<file path="config.mk">
export PLATFORM = sky130hd
export DESIGN_NAME = stsum_ctrl
export DESIGN_NICKNAME = d
export VERILOG_FILES = /design/src/sv/stsum_pkg.sv /design/src/sv/stsum_ctrl.sv
export SDC_FILE = /design/constraint.sdc
export NUM_CORES = 1
export LEC_CHECK = 0
export ABC_CLOCK_PERIOD_IN_PS = 5250
export BUFFER_PORTS_ARGS = -buffer_cell sky130_fd_sc_hd__buf_2
export CAP_MARGIN = 10
export CORE_MARGIN = 2
export CORE_UTILIZATION = 35
export CTS_BUF_LIST = sky130_fd_sc_hd__clkbuf_16
export CTS_CLUSTER_DIAMETER = 80
export DETAILED_ROUTE_END_ITERATION = 10
export GPL_TIMING_DRIVEN = 0
export PLACE_DENSITY = 0.65
export REMOVE_ABC_BUFFERS = 1
export SETUP_SLACK_MARGIN = 0.2
export SLEW_MARGIN = 10
export SYNTH_ARGS = -nofsm -noshare
export SYNTH_HDL_FRONTEND = slang
export SYNTH_SLANG_ARGS = --single-unit
</file>
<file path="constraint.sdc">
create_clock -name clk -period 5.25 [get_ports clk]
set_input_delay 0.525 -clock clk [delete_from_list [all_inputs] [get_ports clk]]
set_output_delay 0.525 -clock clk [all_outputs]
set_load 0.02 [all_outputs]
</file>
<file path="src/sv/stsum_pkg.sv">
`timescale 1ns / 1ps
`default_nettype none
// ----------------------------------------------------------------------------
// stsum_pkg
// Shared constants, types and helpers for the segment tree range sum unit.
// ----------------------------------------------------------------------------
package stsum_pkg;

    localparam int LEAF_COUNT = 1024;
    localparam int LEAF_BITS  = $clog2(LEAF_COUNT);
    localparam int NODE_COUNT = 2 * LEAF_COUNT;
    localparam int NODE_BITS  = LEAF_BITS + 1;
    localparam int PTR_BITS   = NODE_BITS + 1;

    localparam int IDX_W     = 10;
    localparam int VAL_W     = 64;
    localparam int IN_DATA_W = 96;

    localparam logic REQ_UPDATE = 1'b0;
    localparam logic REQ_QUERY  = 1'b1;

    typedef logic [NODE_BITS-1:0] node_t;
    typedef logic [PTR_BITS-1:0]  ptr_t;
    typedef logic [VAL_W-1:0]     val_t;

    typedef struct packed {
        logic  we;
        node_t waddr;
        val_t  wdata;
        node_t raddr;
    } mem_req_t;

    typedef struct packed {
        logic load;
        val_t data;
    } res_t;

    // leaf number (index modulo LEAF_COUNT) mapped onto its tree node
    function automatic node_t leaf_node(input logic [IDX_W-1:0] idx);
        node_t n;
        n = NODE_BITS'(idx) & NODE_BITS'(LEAF_COUNT - 1);
        return n | NODE_BITS'(LEAF_COUNT);
    endfunction

endpackage
`default_nettype wire

</file>
<file path="src/sv/stsum_ctrl.sv">
`timescale 1ns / 1ps
`default_nettype none
// ----------------------------------------------------------------------------
// stsum_ctrl
// Tree walker: clearing pass, leaf update with ancestor rebuild, range query.
// ----------------------------------------------------------------------------
module stsum_ctrl import stsum_pkg::*; (
    input  wire logic                 clk,
    input  wire logic                 rst_n,
    input  wire logic                 in_valid,
    output logic                      in_ready,
    input  wire logic                 in_kind,
    input  wire logic [IDX_W-1:0]     in_index,
    input  wire logic [VAL_W-1:0]     in_value,
    input  wire logic [IDX_W-1:0]     in_low,
    input  wire logic [IDX_W-1:0]     in_high,
    output mem_req_t                  mem,
    input  wire val_t                 rdata,
    input  wire logic                 out_free,
    output res_t                      res
);

    localparam logic [2:0] ST_CLEAR = 3'd0;
    localparam logic [2:0] ST_IDLE  = 3'd1;
    localparam logic [2:0] ST_ULEAF = 3'd2;
    localparam logic [2:0] ST_UWALK = 3'd3;
    localparam logic [2:0] ST_QA    = 3'd4;
    localparam logic [2:0] ST_QB    = 3'd5;
    localparam logic [2:0] ST_QFIN  = 3'd6;

    logic [2:0] state_reg, state_next;
    node_t      node_reg, node_next;
    ptr_t       a_reg, a_next;
    ptr_t       b_reg, b_next;
    val_t       acc_reg, acc_next;
    val_t       val_reg, val_next;
    logic       pend_reg, pend_next;

    val_t  sum;
    node_t parent;
    node_t lo_node;
    node_t hi_node;
    ptr_t  a_inc;
    ptr_t  b_dec;
    ptr_t  b_new;

    assign sum      = acc_reg + (pend_reg ? rdata : '0);
    assign parent   = node_reg >> 1;
    assign lo_node  = leaf_node(in_low);
    assign hi_node  = leaf_node(in_high);
    assign a_inc    = PTR_BITS'(a_reg + 1'b1);
    assign b_dec    = PTR_BITS'(b_reg - 1'b1);
    assign b_new    = b_reg[0] ? b_dec : b_reg;
    assign in_ready = (state_reg == ST_IDLE);

    always_comb
    begin
        state_next = state_reg;
        node_next  = node_reg;
        a_next     = a_reg;
        b_next     = b_reg;
        acc_next   = sum;
        val_next   = val_reg;
        pend_next  = 1'b0;
        mem.we     = 1'b0;
        mem.waddr  = node_reg;
        mem.wdata  = sum;
        mem.raddr  = node_reg ^ NODE_BITS'(1);
        res.load   = 1'b0;
        res.data   = acc_reg;
        unique case (state_reg)
            ST_CLEAR:
            begin
                mem.we    = 1'b1;
                mem.wdata = '0;
                node_next = node_reg + 1'b1;
                if (node_reg == '1)
                begin
                    state_next = ST_IDLE;
                end
            end
            ST_IDLE:
            begin
                if (in_valid)
                begin
                    acc_next = '0;
                    if (in_kind == REQ_UPDATE)
                    begin
                        node_next  = leaf_node(in_index);
                        val_next   = in_value;
                        state_next = ST_ULEAF;
                    end
                    else
                    begin
                        if (lo_node > hi_node)
                        begin
                            a_next = PTR_BITS'(hi_node);
                            b_next = PTR_BITS'(lo_node) + 1'b1;
                        end
                        else
                        begin
                            a_next = PTR_BITS'(lo_node);
                            b_next = PTR_BITS'(hi_node) + 1'b1;
                        end
                        state_next = ST_QA;
                    end
                end
            end
            ST_ULEAF:
            begin
                mem.we     = 1'b1;
                mem.wdata  = val_reg;
                pend_next  = 1'b1;
                acc_next   = val_reg;
                state_next = ST_UWALK;
            end
            ST_UWALK:
            begin
                mem.we    = 1'b1;
                mem.waddr = parent;
                mem.raddr = parent ^ NODE_BITS'(1);
                node_next = parent;
                if (parent == NODE_BITS'(1))
                begin
                    state_next = ST_IDLE;
                end
                else
                begin
                    pend_next = 1'b1;
                end
            end
            ST_QA:
            begin
                mem.raddr = a_reg[NODE_BITS-1:0];
                if (a_reg < b_reg)
                begin
                    if (a_reg[0])
                    begin
                        pend_next = 1'b1;
                        a_next    = a_inc;
                    end
                    state_next = ST_QB;
                end
                else
                begin
                    state_next = ST_QFIN;
                end
            end
            ST_QB:
            begin
                mem.raddr  = b_dec[NODE_BITS-1:0];
                pend_next  = b_reg[0];
                a_next     = a_reg >> 1;
                b_next     = b_new >> 1;
                state_next = ST_QA;
            end
            ST_QFIN:
            begin
                if (out_free)
                begin
                    res.load   = 1'b1;
                    state_next = ST_IDLE;
                end
            end
            default:
            begin
                state_next = ST_IDLE;
            end
        endcase
    end

    always_ff @(posedge clk or negedge rst_n)
    begin
        if (!rst_n)
        begin
            state_reg <= ST_CLEAR;
            node_reg  <= '0;
            pend_reg  <= 1'b0;
        end
        else
        begin
            state_reg <= state_next;
            node_reg  <= node_next;
            pend_reg  <= pend_next;
        end
    end

    always_ff @(posedge clk)
    begin
        a_reg   <= a_next;
        b_reg   <= b_next;
        acc_reg <= acc_next;
        val_reg <= val_next;
    end

endmodule
`default_nettype wire

</file>
==> flow_metrics.env, run 1 <==
export IMPL_min_delay_start="in_value[12]"
export IMPL_synth_common_cells="nand2_1, a22o_1, a21oi_1"
export IMPL_io_pins=316
export IMPL_numCtsBuffers=17
export IMPL_clock_sinks=167
export IMPL_ant_nets=0
export IMPL_crit_type="reg -> out"
export IMPL_p_sw_mw=5.409
export IMPL_synth_yosys_seq_area_share_pct=34.13
export IMPL_finalPower_mw=10.58
export IMPL_required_ns=4.72
export IMPL_critPathLaunch="pend_reg"
export IMPL_hp_class="in -> reg"
export IMPL_critPathMaxStageDelay_ns=0.58
export IMPL_root_buffer="clkbuf_16"
export IMPL_htree_num_levels=4
export IMPL_antenna_found_initial=5
export IMPL_cp_max_fo=47
export IMPL_grt_pass1_wl_mm=66.04
export IMPL_core_area_um2=35480
export IMPL_nFillCells=3538
export IMPL_min_period_over_period_pct=92.41
export IMPL_die_h_um=193.7
export IMPL_syn_area_per_cell_um2=8.718
export IMPL_route_vias_total=12270
export IMPL_cp_arrival_ns=4.33
export IMPL_ys_async_sr_fraction_pct=8.982
export IMPL_reg2reg_from="pend_reg"
export IMPL_slew_violations=0
export IMPL_clkLatencyLatePin_ns=0.46
export IMPL_drt_pass1_iterations=5
export IMPL_start_util_pct=35.50
export IMPL_p_clk_share_pct=11.8
export IMPL_fin_nets=1949
export IMPL_drv_cap=0
export IMPL_grt_ovfl_total=0
export IMPL_yosys_warnings=0
export IMPL_clock_path_buffers=2
export IMPL_postSynthCellCount=1445
export IMPL_synth_area_leaders="edfxtp_1, dfxtp_1, ha_1"
export IMPL_port_buffers=315
export IMPL_syn_to_final_growth_pct=21.48
export IMPL_synth_edf_count=88
export IMPL_die_area_um2=37530
export IMPL_p_leak_nw=6.978
export IMPL_fin_worst_skew_ns=0.01268
export IMPL_critPathTopFamily="compound AO/OA/AOI/OAI gates"
export IMPL_critPathSlowestCell="dfrtp_4"
export IMPL_path_buf_inv=2
export IMPL_layout_drive_gt1_share_pct=23.41
export IMPL_synth_top_flop_cell="edfxtp_1"
export IMPL_grt_max_degree=62
export IMPL_drt_first_iter_violations=773
export IMPL_fin_util_pct=43.13
export IMPL_grt_pass1_vias=11680
export IMPL_place_gp_congestion=0.9046
export IMPL_routed_via_density=5.648
export IMPL_grt_use_total_pct=22.12
export IMPL_setup_viol=0
export IMPL_place_hpwl_mm=32.93
export IMPL_synth_most_common_cell="nand2_1"
export IMPL_route_detailed_drc=0
export IMPL_synth_top_cell_by_area="edfxtp_1"
export IMPL_ys_types=80
export IMPL_p_comb_share_pct=64.8
export IMPL_wl_mm=43.00
export IMPL_worstPathCellList="buf_12 > and2_1 > ha_1 > a21oi_1 > o21a_1 > o21ai_1 > a311oi_1 > o31a_1 > a211oi_2 > o21ai_0 > or3b_1 > xnor2_2 > a22o_1 > buf_2"
export IMPL_synth_top_area_share_pct=20.98
export IMPL_finalHoldViolCount=0
export IMPL_fmax_mhz=206.1
export IMPL_die_x_um=193.7
export IMPL_end_kind="output port"
export IMPL_cts_tree="built"
export IMPL_cts_clk_slew_worst_paths_ns=0.08
export IMPL_rows=69
export IMPL_intPower_mw=5.171
export IMPL_max_slew_margin_rel_pct=25.40
export IMPL_rsz0062_at_grt="yes"
export IMPL_power_frac_seq_pct=23.3
export IMPL_run_status="completed"
export IMPL_post_drt_wl_per_cell_um=19.79
export IMPL_fin_crit_ns=4.852
export IMPL_tightest_slew_ns=1.119
export IMPL_switching_share_pct=51.12
export IMPL_peakVddDrop_mv=0.4215
export IMPL_synth_area_um2=12600
export IMPL_ys_seq_elements=167
export IMPL_power_density_nw_per_um2=691.4
export IMPL_critPathLaunchType="flop"
==> worst reg2reg max path: cells and delay by family (launching register included) <==
family	cells	cell delay, ns
simple gates	2	0.61
flops	1	0.58
fa+ha+maj	1	0.36
xor+xnor	1	0.19
buf+inv	1	0.22
compound gates	8	1.69
==> layout by cell type, fill, tap and decap left out, drive strengths merged, types with 12 or more instances in the layout <==
cell type / synthesis / routed
dfxtp: 64 / 64
xnor2: 59 / 59
clkbuf: 79 / 17
edfxtp: 88 / 88
nor2: 92 / 92
a22o: 122 / 122
a21o: 37 / 37
o221ai: 13 / 13
xor2: 35 / 35
nor3: 20 / 20
nand3: 33 / 33
o21ai: 101 / 101
and2: 69 / 69
ha: 89 / 89
buf: 17 / 327
dfrtp: 15 / 15
nand4: 26 / 26
inv: 48 / 52
a211oi: 12 / 12
nand2: 142 / 142
a21oi: 108 / 108
==> layout make-up <==
type | count | area [µm²] | share of cell area (%)
clock inverters | 15 | 131.4 | 0.8585
clock buffers | 17 | 425.4 | 2.780
well taps | 461 | 576.8 | 3.769
inverters | 48 | 180.2 | 1.177
repair buffers | 328 | 1822 | 11.90
flip-flops and latches | 167 | 4303 | 28.12
multi-input cells | 1134 | 7858 | 51.35
diodes | 3 | 7.507 | 0.04906
==> worst paths after layout <==
path                       cells past startpoint           to  slack, ns
min in group asynchronous                      2  node_reg[0]       0.52
setup / recovery                              14      mem[68]       0.40
hold reg to reg                                2  acc_reg[22]       0.47
max in group asynchronous                      2     pend_reg       4.42
setup reg to reg                              13  acc_reg[57]       1.48
hold / removal                                 1  val_reg[12]       0.24
==> power by group through the flow <==
stage	clock network [mW]	logic [mW]	registers (mW)
floorplan	0	4.42	2.61
global placement	0	6.62	2.51
detailed placement	0	6.79	2.49
CTS	1.28	6.83	2.46
global route	1.34	7.45	2.52
finish	1.25	6.86	2.47
==> cell families after synthesis <==
kind of cell	after synthesis	share of synthesized area (%)
AOI/OAI and AO/OA	493	27.63
adders and majority gates	90	8.999
buffers and inverters	144	4.450
DFF	167	34.13
muxes	15	1.232
and+or+nand+nor	442	17.02
xor gates and xnor gates	94	6.536
==> stage by stage <==
stage	cells	instance area (µm²)	TNS (ns)	hold slack [ns]	setup slack, ns
finish	2173	15300	0	0.2374	0.3983
global route	2171	15300	0	0.2173	0.1464
CTS	2169	15220	0	0.2153	0.2809
detailed placement	2136	14650	0	0.4503	0.6074
global placement	2125	14370	-545.64	0.4399	-5.998
floorplan	1349	12220	-19.25	0.2294	-0.6819
==> repair_timing <==
item / in CTS / in global routing
pin swaps: 0 / 2
hold endpoints to repair: 15 / 0
gates resized for setup: 2 / 9
hold buffers: 1 / 0
buffers inserted: 0 / 1
setup endpoints to repair: 2 / 10
==> metal layers <==
metal	track usage [%]	wire, µm	vias to the layer above
li1	-	-	5876
met1	27.81	18130	5848
met2	37.39	20570	482
met3	5.305	3200	63
met4	6.899	1070	4
met5	0	33	-
Note: power is estimated with default switching activity, not from simulation.
==> run 2: changes to the inputs <==
--- a/config.mk
+++ b/config.mk
@@ -5,6 +5,7 @@
 export SDC_FILE = /design/constraint.sdc
 export NUM_CORES = 1
 export LEC_CHECK = 0
+export ABC_AREA = 1
 export ABC_CLOCK_PERIOD_IN_PS = 5250
 export BUFFER_PORTS_ARGS = -buffer_cell sky130_fd_sc_hd__buf_2
 export CAP_MARGIN = 10
@@ -17,7 +18,7 @@
 export PLACE_DENSITY = 0.65
 export REMOVE_ABC_BUFFERS = 1
 export SETUP_SLACK_MARGIN = 0.2
-export SLEW_MARGIN = 10
+export SLEW_MARGIN = 20
 export SYNTH_ARGS = -nofsm -noshare
 export SYNTH_HDL_FRONTEND = slang
 export SYNTH_SLANG_ARGS = --single-unit
==> flow_metrics.env, run 2 <==
export IMPL_run_status="completed"
export IMPL_slew_violations=0
export IMPL_synth_area_leaders="edfxtp_1, nand2_1, inv_1"
export IMPL_synth_most_common_cell="nand2_1"
export IMPL_synth_top_cell_by_area="edfxtp_1"
export IMPL_drv_cap=0
export IMPL_drt_first_iter_violations=1080
export IMPL_critPathSlowestCell="dfrtp_4"
export IMPL_min_delay_start="in_value[55]"
export IMPL_place_hpwl_mm=41.70
export IMPL_clock_path_buffers=2
export IMPL_fin_util_pct=42.65
export IMPL_clkLatencyLatePin_ns=0.47
export IMPL_core_area_um2=38470
export IMPL_synth_common_cells="nand2_1, inv_1, nor2_1"
export IMPL_p_leak_nw=8.374
export IMPL_cts_tree="built"
export IMPL_cp_max_fo=33
export IMPL_rows=72
export IMPL_die_x_um=201.1
export IMPL_path_common_cell="nand2_1"
export IMPL_rsz0062_at_grt="no"
export IMPL_layout_common_cells="nand2_1, inv_1, buf_2"
export IMPL_finalPower_mw=9.460
export IMPL_cp_arrival_ns=4.14
export IMPL_die_h_um=201.1
export IMPL_critPathTopFamily="compound AO/OA/AOI/OAI gates"
export IMPL_clock_sinks=167
export IMPL_fin_crit_ns=4.667
export IMPL_ys_types=51
export IMPL_fin_tns_setup_ns=0
export IMPL_place_gp_congestion=1.001
export IMPL_yosys_warnings=0
export IMPL_fin_worst_skew_ns=0.01976
export IMPL_required_ns=4.72
export IMPL_ys_seq_elements=167
export IMPL_ys_async_sr_fraction_pct=8.982
export IMPL_synth_area_um2=13600
export IMPL_start_util_pct=35.36
export IMPL_routed_via_density=5.153
export IMPL_rr_worst_depth=15
export IMPL_grt_max_degree=65
export IMPL_critPathMaxStageDelay_ns=0.74
export IMPL_tightest_slew_ns=0.8306
export IMPL_worstHoldEndpoint="val_reg[55]"
export IMPL_power_density_nw_per_um2=576.6
export IMPL_hold_depth=1
export IMPL_nFillCells=4109
export IMPL_setup_viol=0
export IMPL_critPathLaunchType="flop"
export IMPL_end_kind="output port"
export IMPL_post_drt_wl_per_cell_um=17.60
export IMPL_syn_area_per_cell_um2=6.639
export IMPL_fmax_mhz=214.3
export IMPL_layout_drive_gt1_share_pct=16.94
export IMPL_reg2reg_from="pend_reg"
export IMPL_synth_top_area_share_pct=19.43
export IMPL_peakVddDrop_mv=0.3910
export IMPL_port_buffers=315
export IMPL_layout_commonest_cell="nand2_1"
export IMPL_htree_num_levels=4
export IMPL_path_buf_inv=3
export IMPL_drt_pass1_iterations=7
export IMPL_crit_type="reg -> out"
export IMPL_grt_use_total_pct=24.66
export IMPL_cts_clk_slew_worst_paths_ns=0.07
export IMPL_hp_class="in -> reg"
export IMPL_grt_pass1_wl_mm=77.56
export IMPL_route_vias_total=14900
export IMPL_root_buffer="clkbuf_16"
export IMPL_regToRegSetupSlack_ns=1.68
export IMPL_hold_ws_ns=0.2271
export IMPL_die_area_um2=40460
export IMPL_synth_edf_count=88
export IMPL_worstPathCellList="nand2_1 > inv_1 > ha_1 > inv_1 > fa_1 > o21ai_2 > nand2_1 > nand2_1 > a21oi_1 > o21ai_0 > nand2_1 > nand3_1 > nand3_1 > nand2_1 > buf_2"
export IMPL_route_detailed_drc=0
export IMPL_ant_nets=0
export IMPL_timing_rr_end="acc_reg[52]"
export IMPL_grt_ovfl_total=0
export IMPL_synth_top_flop_cell="edfxtp_1"
export IMPL_min_period_over_period_pct=88.89
export IMPL_max_slew_margin_rel_pct=44.28
export IMPL_io_pins=316
export IMPL_antenna_found_initial=5
export IMPL_wl_mm=50.88
export IMPL_fin_nets=2608
export IMPL_synth_yosys_seq_area_share_pct=31.60
export IMPL_finalHoldViolCount=0
export IMPL_grt_pass1_vias=14520
export IMPL_numCtsBuffers=17
export IMPL_postSynthCellCount=2049
export IMPL_syn_to_final_growth_pct=20.61
==> run 2: changes by cell type in the layout (fill, tap and decap cells not counted), moves of 44 or more <==
cell,delta
inv_1,+336
nand2_1,+335
nand3_1,+130
a22o_1,-122
nor2_1,+104
o21ai_0,+71
and2_1,-68
o22ai_1,+56
xnor2_1,-44
==> run 2: how the worst max path moves through the flow <==
stage	from	endpoint	slack, ns	cells after the start
floorplan	state_reg[0]	val_reg[0]	-0.73	6
global placement	state_reg[0]	val_reg[21]	-3.68	6
detailed placement	pend_reg	mem[63]	0.81	15
CTS	pend_reg	mem[63]	0.29	15
global route	pend_reg	mem[63]	0.27	15
finish	pend_reg	mem[63]	0.58	15
==> run 2: cells by family after synthesis <==
group / share of synthesized area (%)
and+or+nand+nor: 28.42
buffers and inverters: 12.24
AOI/OAI and AO/OA: 17.08
DFF: 31.60
adders and majority gates: 8.333
xor gates and xnor gates: 2.318
==> run 2: timing repair <==
action	4_1_cts	5_1_grt
endpoints found under the hold margin	15	0
hold buffers	1	0
endpoints found under the setup margin	0	1
resized for setup	0	0
buffers inserted	0	1
==> run 2: cell type report <==
| class | instances | area, µm² | share of cell area, % |
|---|---|---|---|
| repair buffers | 327 | 1714 | 10.45 |
| clock inverters | 14 | 143.9 | 0.8770 |
| well taps | 518 | 648.1 | 3.950 |
| inverters | 398 | 1496 | 9.121 |
| clock buffers | 17 | 425.4 | 2.593 |
| flip-flops and latches | 167 | 4303 | 26.23 |
| diodes | 6 | 15.01 | 0.09151 |
| multi-input cells | 1444 | 7661 | 46.69 |
==> run 2: worst reg2reg max path: stages (launching register included) <==
cell     delay (ns)
dfrtp_4        0.74
nand2_1        0.14
inv_1          0.08
ha_1           0.16
inv_1          0.05
fa_1           0.43
o21ai_2        0.29
nand2_1        0.08
nand2_1        0.15
a21oi_1        0.14
o21ai_0        0.60
nand2_1        0.28
nand2_1        0.13
nand2_1        0.07
nand3_1        0.07
nand2_1        0.06
==> run 2: through the flow <==
stage	area, µm²	std cells	setup slack, ns
finish	16410	2891	0.5833
global route	16400	2889	0.2701
CTS	16370	2884	0.2852
detailed placement	15790	2852	0.8078
global placement	15660	2842	-3.676
floorplan	13430	2009	-0.7265
==> run 2: layer usage <==
metal | vias up | share of wire [%] | GRT usage [%]
li1 | 7339 | - | -
met1 | 6921 | 44 | 31.71
met2 | 550 | 45 | 40.04
met3 | 88 | 6.9 | 5.021
met4 | 0 | 3.9 | 10.85
met5 | - | 0 | 0
==> run 2: report_power, final <==
group / internal, mW / total, mW / switching (mW)
sequential: 1.85 / 2.22 / 0.367
clock: 0.732 / 1.29 / 0.557
combinational: 1.87 / 5.95 / 4.08
